===== src/hw/rtl/oahs_pkg.sv =====
`default_nettype none
// ----------------------------------------------------------------------------
// oahs_pkg: shared definitions for the open-addressed handle set
// Field widths, hash constants, table size default and result status codes.
// ----------------------------------------------------------------------------
package oahs_pkg;

    // Default table size in slots (power of two)
    localparam int TABLE_SLOTS_DEF = 1024;

    // Fibonacci hash: wrapped 64-bit product, shifted right, then masked
    localparam logic [63:0] HASH_MULT  = 64'h9E37_79B9_7F4A_7C15;
    localparam int          HASH_SHIFT = 32;

    // Payload field widths
    localparam int KIND_W   = 1;
    localparam int HANDLE_W = 64;
    localparam int STATUS_W = 3;
    localparam int LIVE_W   = 10;
    localparam int STRAY_W  = 32;

    // Item kinds
    localparam logic [KIND_W-1:0] KIND_ACQUIRE = 1'b0;
    localparam logic [KIND_W-1:0] KIND_CONSUME = 1'b1;

    // Result status codes
    typedef enum logic [STATUS_W-1:0] {
        ST_INSERTED = 3'd0,
        ST_ALREADY  = 3'd1,
        ST_RELEASED = 3'd2,
        ST_STRAY    = 3'd3,
        ST_NULL     = 3'd4,
        ST_FULL     = 3'd5
    } status_t;

endpackage
`default_nettype wire


===== src/hw/rtl/oahs_hash.sv =====
`default_nettype none
// ----------------------------------------------------------------------------
// oahs_hash: iterative Fibonacci hash unit
// Forms the home slot of a 64-bit key with one shared 32x32 multiplier over
// three partial-product steps; only the low 64 bits of the product are kept.
// ----------------------------------------------------------------------------
module oahs_hash #(
    parameter int SLOT_BITS = 10
) (
    input  wire logic                          aclk,
    input  wire logic                          aresetn,
    input  wire logic                          start,
    input  wire logic [oahs_pkg::HANDLE_W-1:0] key,
    output logic                               done,
    output logic      [SLOT_BITS-1:0]          home
);
    import oahs_pkg::*;

    // Partial product steps
    localparam logic [1:0] STEP_LL = 2'd0;
    localparam logic [1:0] STEP_LH = 2'd1;
    localparam logic [1:0] STEP_HL = 2'd2;

    logic [HANDLE_W-1:0] key_reg;
    logic [63:0]         acc_reg,  acc_next;
    logic [1:0]          step_reg, step_next;
    logic                busy_reg, busy_next;
    logic                done_reg, done_next;
    logic [31:0]         op_a, op_b;
    logic [63:0]         prod;

    // Select the operand halves for this step
    always_comb begin
        case (step_reg)
            STEP_LL: begin
                op_a = key_reg[31:0];
                op_b = HASH_MULT[31:0];
            end
            STEP_LH: begin
                op_a = key_reg[31:0];
                op_b = HASH_MULT[63:32];
            end
            STEP_HL: begin
                op_a = key_reg[63:32];
                op_b = HASH_MULT[31:0];
            end
            default: begin
                op_a = '0;
                op_b = '0;
            end
        endcase
    end

    assign prod = {32'd0, op_a} * {32'd0, op_b};

    // Accumulate partial products and step the counter
    always_comb begin
        acc_next  = acc_reg;
        step_next = step_reg;
        busy_next = busy_reg;
        done_next = 1'b0;
        if (start) begin
            busy_next = 1'b1;
            step_next = STEP_LL;
        end else if (busy_reg) begin
            if (step_reg == STEP_LL) begin
                acc_next = prod;
            end else begin
                acc_next = acc_reg + {prod[31:0], 32'd0};
            end
            if (step_reg == STEP_HL) begin
                busy_next = 1'b0;
                done_next = 1'b1;
            end else begin
                step_next = step_reg + 2'd1;
            end
        end
    end

    always_ff @(posedge aclk) begin
        if (!aresetn) begin
            step_reg <= STEP_LL;
            busy_reg <= 1'b0;
            done_reg <= 1'b0;
        end else begin
            step_reg <= step_next;
            busy_reg <= busy_next;
            done_reg <= done_next;
        end
    end

    // Hold the key and the running sum
    always_ff @(posedge aclk) begin
        if (start) begin
            key_reg <= key;
        end
        acc_reg <= acc_next;
    end

    assign done = done_reg;
    assign home = acc_reg[HASH_SHIFT +: SLOT_BITS];

endmodule
`default_nettype wire

===== config.mk =====
export PLATFORM = sky130hd
export DESIGN_NAME = oahs_hash
export DESIGN_NICKNAME = d
export VERILOG_FILES = /design/src/hw/rtl/oahs_pkg.sv /design/src/hw/rtl/oahs_hash.sv
export SDC_FILE = /design/constraint.sdc
export NUM_CORES = 1
export LEC_CHECK = 0
export BUFFER_PORTS_ARGS = -buffer_cell sky130_fd_sc_hd__buf_2
export CORE_MARGIN = 1.5
export CORE_UTILIZATION = 50
export CTS_BUF_LIST = sky130_fd_sc_hd__clkbuf_16
export CTS_CLUSTER_SIZE = 8
export DETAILED_ROUTE_END_ITERATION = 6
export PLACE_DENSITY_LB_ADDON = 0.25
export SYNTH_ARGS = -nofsm -noshare
export SYNTH_HDL_FRONTEND = slang
export SYNTH_SLANG_ARGS = --single-unit

===== constraint.sdc =====
create_clock -name aclk -period 12.9 [get_ports aclk]
set_clock_uncertainty 0.2 [all_clocks]
set_input_delay 1.29 -clock aclk [delete_from_list [all_inputs] [get_ports aclk]]
set_output_delay 1.29 -clock aclk [all_outputs]
set_load 0.01 [all_outputs]

### Yosys cells after proc, flatten, opt, wreduce, memory -nomap -nowiden

Cells that the tools add are included.

* input port bits: 67
* word-level logic and storage cells: 28
* output and inout port bits: 11
* register bits after elaboration: 132

* add/sub/neg operators: 2
* multiplexer cells: 7
* equal/unequal tests: 2
* $mul: 1
* bitwise gates (word level): 4
* reduce and logical (&&, ||, !) cells: 7

Operators by type and width (count)
* $pmux 32 s2: 2
* $add 64x64->64: 1
* $mul 32x32->64: 1
* $mux 64: 1
* $reduce_or 2->1: 3
* $mux 1: 4
* $not 1->1: 4
* $reduce_and 2->1: 2
* $reduce_or 3->1: 1
* $add 2x1->2 const B: 1
* $eq 2x1->1 const B: 1
* $eq 2x2->1 const B: 1
* $logic_not 2->1: 1

### Logic depth before layout (Yosys ltp)

* word-level depth: 6
* gate-level depth with buffers: 36
* mapped depth without buffers: 33

### Least setup slack after synthesis

Ideal clock, no wire load.

* path type: register to register
* from: register step_reg[0]
* to: register acc_reg[41], data pin
* required time: 12.439 ns
* buffers on the path: 4
* path slack: 3.832 ns
* cell stages (with the launch flop): 35
* period minus slack after synthesis: 9.068 ns
* arrival time: 8.608 ns
* library setup time: 0.261 ns
* cell sequence: dfxtp_1 inv_1 ha_1 buf_4 buf_2 buf_4 buf_2 a22oi_1 nor2_1 nand2_1 inv_1 ha_1 xnor2_1 fa_1 inv_1 fa_1 inv_1 fa_1 inv_1 fa_1 fa_1 fa_1 inv_1 fa_1 inv_1 ha_1 o21ai_0 o21ai_1 a221oi_1 o221ai_1 a221o_1 o41a_1 a31oi_1 xnor2_1 mux2i_1

* cells in the longest elaborated chain, start to end: 6

Ends and longest elaborated chain
* from (decl): RTL line oahs_hash.sv:26 `logic [1:0] step_reg, step_next;`
* from (signal assigned): RTL line oahs_hash.sv:86 `step_reg <= step_next;`
* $eq 2x1->1, or another cell as far along: RTL line oahs_hash.sv:34 `case (step_reg)`
* $reduce_or 2->1 (no source line)
* $pmux 32 s2: RTL line oahs_hash.sv:34
* $mul 32x32->64: RTL line oahs_hash.sv:54 `assign prod = {32'd0, op_a} * {32'd0, op_b};`
* $add 64x64->64: RTL line oahs_hash.sv:69 `acc_next = acc_reg + {prod[31:0], 32'd0};`
* $mux 64 (*): RTL line oahs_hash.sv:66 `if (step_reg == STEP_LL) begin`
* to (signal assigned): RTL line oahs_hash.sv:97 `acc_reg <= acc_next;`
* to (decl): RTL line oahs_hash.sv:25 `logic [63:0] acc_reg, acc_next;`

Mark *: on every way between the ends. The rest lies on a longest branch, timed or not.
A chain may end at the register's enable or synchronous reset.

### Worst setup path after layout

Ends and elaborated chain as after synthesis.

==> flow_summary.yaml <==
status:
  status: "finished clean"
clock_network:
  cts.clk_slew.worst_paths_ns: 0.06
  clkLatencyLatePin_ns: 0.33
  cts_buffers: 9
  cts_tree: "built"
  cts_root_buf: "clkbuf_16"
  cts_buffer_depth: 2
  ctsHoldBuffers: 0
  cts_max_level: 3
  cts_setup_buffers: 0
  ctsResizeCount: 0
  clock-sinks: 78
finish:
  fin_nets: 3019
  fin_cells: 2750
  area_delta_synth_final_pct: 6.57
  num_antenna_cells: 0
  seq_area_um2: 2300
  postLayoutCellArea_um2: 23100
  fillCellCount: 3920
  multi_input_area_um2: 16800
  largest_reg_flops: 64
  drive_gt1_frac: 0.0619
routing:
  drt-total-wl_mm: 63.6
  wire_per_inst_um: 23.1
  drcViolationCount: 0
  via_per_inst: 5.28
  dr.pass1.iters: 6
  drt.antenna.violating_nets: 0
  via_count: 14500
  drt-initial-drc-count: 835
synth:
  mappedNetlistArea_um2: 21700
  syn-num-nets: 2938
  ys_async_sr_fraction: 0
  yosysTopAreaCell: "fa_1"
  synth-seq-cells: 78
  synth.distinct_cells: 58
  synth_top_area_share: 0.440
  yosysWarnings: 0
  syn_area_per_cell_um2: 10.4
  synthTopCellsByArea: "fa_1 44%, ha_1 18%, inv_1 11%"
  synthCells: 2079
  synth_edf_count: 74
  synth-main-ff-cell: "edfxtp_1"
  ys_seq_area_frac: 0.106
sta:
  slew_viol_final: 0
  fmax_mhz: 91.4
  finalCritPeriodShare: 0.848
  setup_slack_ns: 1.96
  setup_viol: 0
  layout_min_cycle_time_ns: 10.94
  rsz0062_at_grt: "no"
  slew-limit-headroom: 0.200
  hold_violations: 0
  tightest_slew_ns: 1.20
  tns_ns: 0
critical_path:
  reg2reg_slack_ns: 1.96
  worstPathRequired_ns: 12.77
  critPathKind: "flip-flop to flip-flop"
  path_delay_family: "adder cells"
  endpoint_kind: "flip-flop"
  cp.depth: 31
  startpoint_type: "flip-flop"
  crit_buf_inv: 8
  r2r_cells: 31
  worst_path_max_delay_cell: "a22oi_1"
  slowest_delay_ns: 0.85
  path_max_fanout: 25
  critPathArrivalTime_ns: 10.81
global_routing:
  antenna_found_initial: 1
  grt_pass1_wl_mm: 97.7
  grt_max_degree: 67
  grt_pass1_vias: 16300
  grtUsageTotal: 0.302
  gr-total-overflow: 0
floorplan:
  core_area_um2: 43000
  fp.dieH_um: 211
  ios: 78
  start_util: 0.505
  die_x_um: 211
  die_area_um2: 44700
  num_rows: 76
placed_design:
  placed_cell_area_um2: 22800
  io_buffer_count: 77
  dp_cells: 2734
  dp_hpwl_mm: 57.3
  gp_congestion: 1.03
  place_ws_ns: 1.98
job:
  drv_cap: 0
hold_path:
  hp-class: "flip-flop to flip-flop"
  hold-path-cell-count: 2
## logic make-up after synthesis
kind of cell / share of synthesized area
AO/OA/AOI/OAI: 0.0629
XOR/XNOR: 0.0400
flip-flops: 0.106
buffers and inverters: 0.120
adder cells (fa/ha/maj): 0.624
AND/OR/NAND/NOR: 0.0451
multiplexers: 0.00196
## cell usage in the layout, fill, tap and decap left out, types with 24 or more instances in the layout
cell,instances
a21o_1,37
a21oi_1,52
buf_2,77
edfxtp_1,74
fa_1,477
ha_1,313
inv_1,661
nand2_1,49
nor2_1,93
o21ai_0,24
xnor2_1,71
## worst register-to-register path, delay by kind of cell (launching register included)
family	cells	cell delay, ns
compound gates	5	2.27
xor+xnor	2	0.40
fa+ha+maj	10	4.57
buf+inv	8	0.83
flops	1	0.40
mux	1	0.11
simple gates	5	1.90
## routing by layer
metal | up-vias | global-route usage | wire length (um)
met5 | - | 0 | 13
met4 | 2 | 0.157 | 3860
met3 | 132 | 0.0303 | 3670
met2 | 490 | 0.498 | 29800
met1 | 7438 | 0.399 | 26200
li1 | 6445 | - | -
## cells in the mapped netlist (all sizes together) (6+ instances only)
master  number
nor2        95
o21a         7
nand2       49
edfxtp      74
nor2b        9
nor3         9
a21o        37
o21ai       26
inv        662
xnor2       71
buf         13
o21bai      17
ha         315
nand3        8
fa         477
xor2        23
a21oi       55
clkbuf      13
a211oi       6
a22oi       28
and2        11
nand2b      20
## final cells by class
| type | count | share of cell area |
|---|---|---|
| multi-input cells | 1313 | 0.726 |
| inverters | 662 | 0.107 |
| flip-flops and latches | 78 | 0.0995 |
| well taps | 585 | 0.0316 |
| repair buffers | 96 | 0.0228 |
| clock buffers | 9 | 0.00974 |
| clock inverters | 7 | 0.00249 |
## stage by stage
stage                     hold slack, ns   util
after floorplan                    0.223      -
after global placement             0.239  0.532
after detailed placement           0.242  0.532
final                              0.253  0.538
after global routing               0.274  0.538
after CTS                          0.256  0.538
## final timing paths
check,start,endpoint
setup / recovery,step_reg[0]$_SDFFE_PP0P_,acc_reg[41]$_DFFE_PP_
hold reg to reg,busy_reg$_SDFF_PN0_,done$_SDFF_PP0_
hold / removal,busy_reg$_SDFF_PN0_,done$_SDFF_PP0_
setup reg to reg,step_reg[0]$_SDFFE_PP0P_,acc_reg[41]$_DFFE_PP_
Power is left out: the tool's default activity adds up to more than one toggle a clock period on the data nets, which glitch-free logic cannot reach.
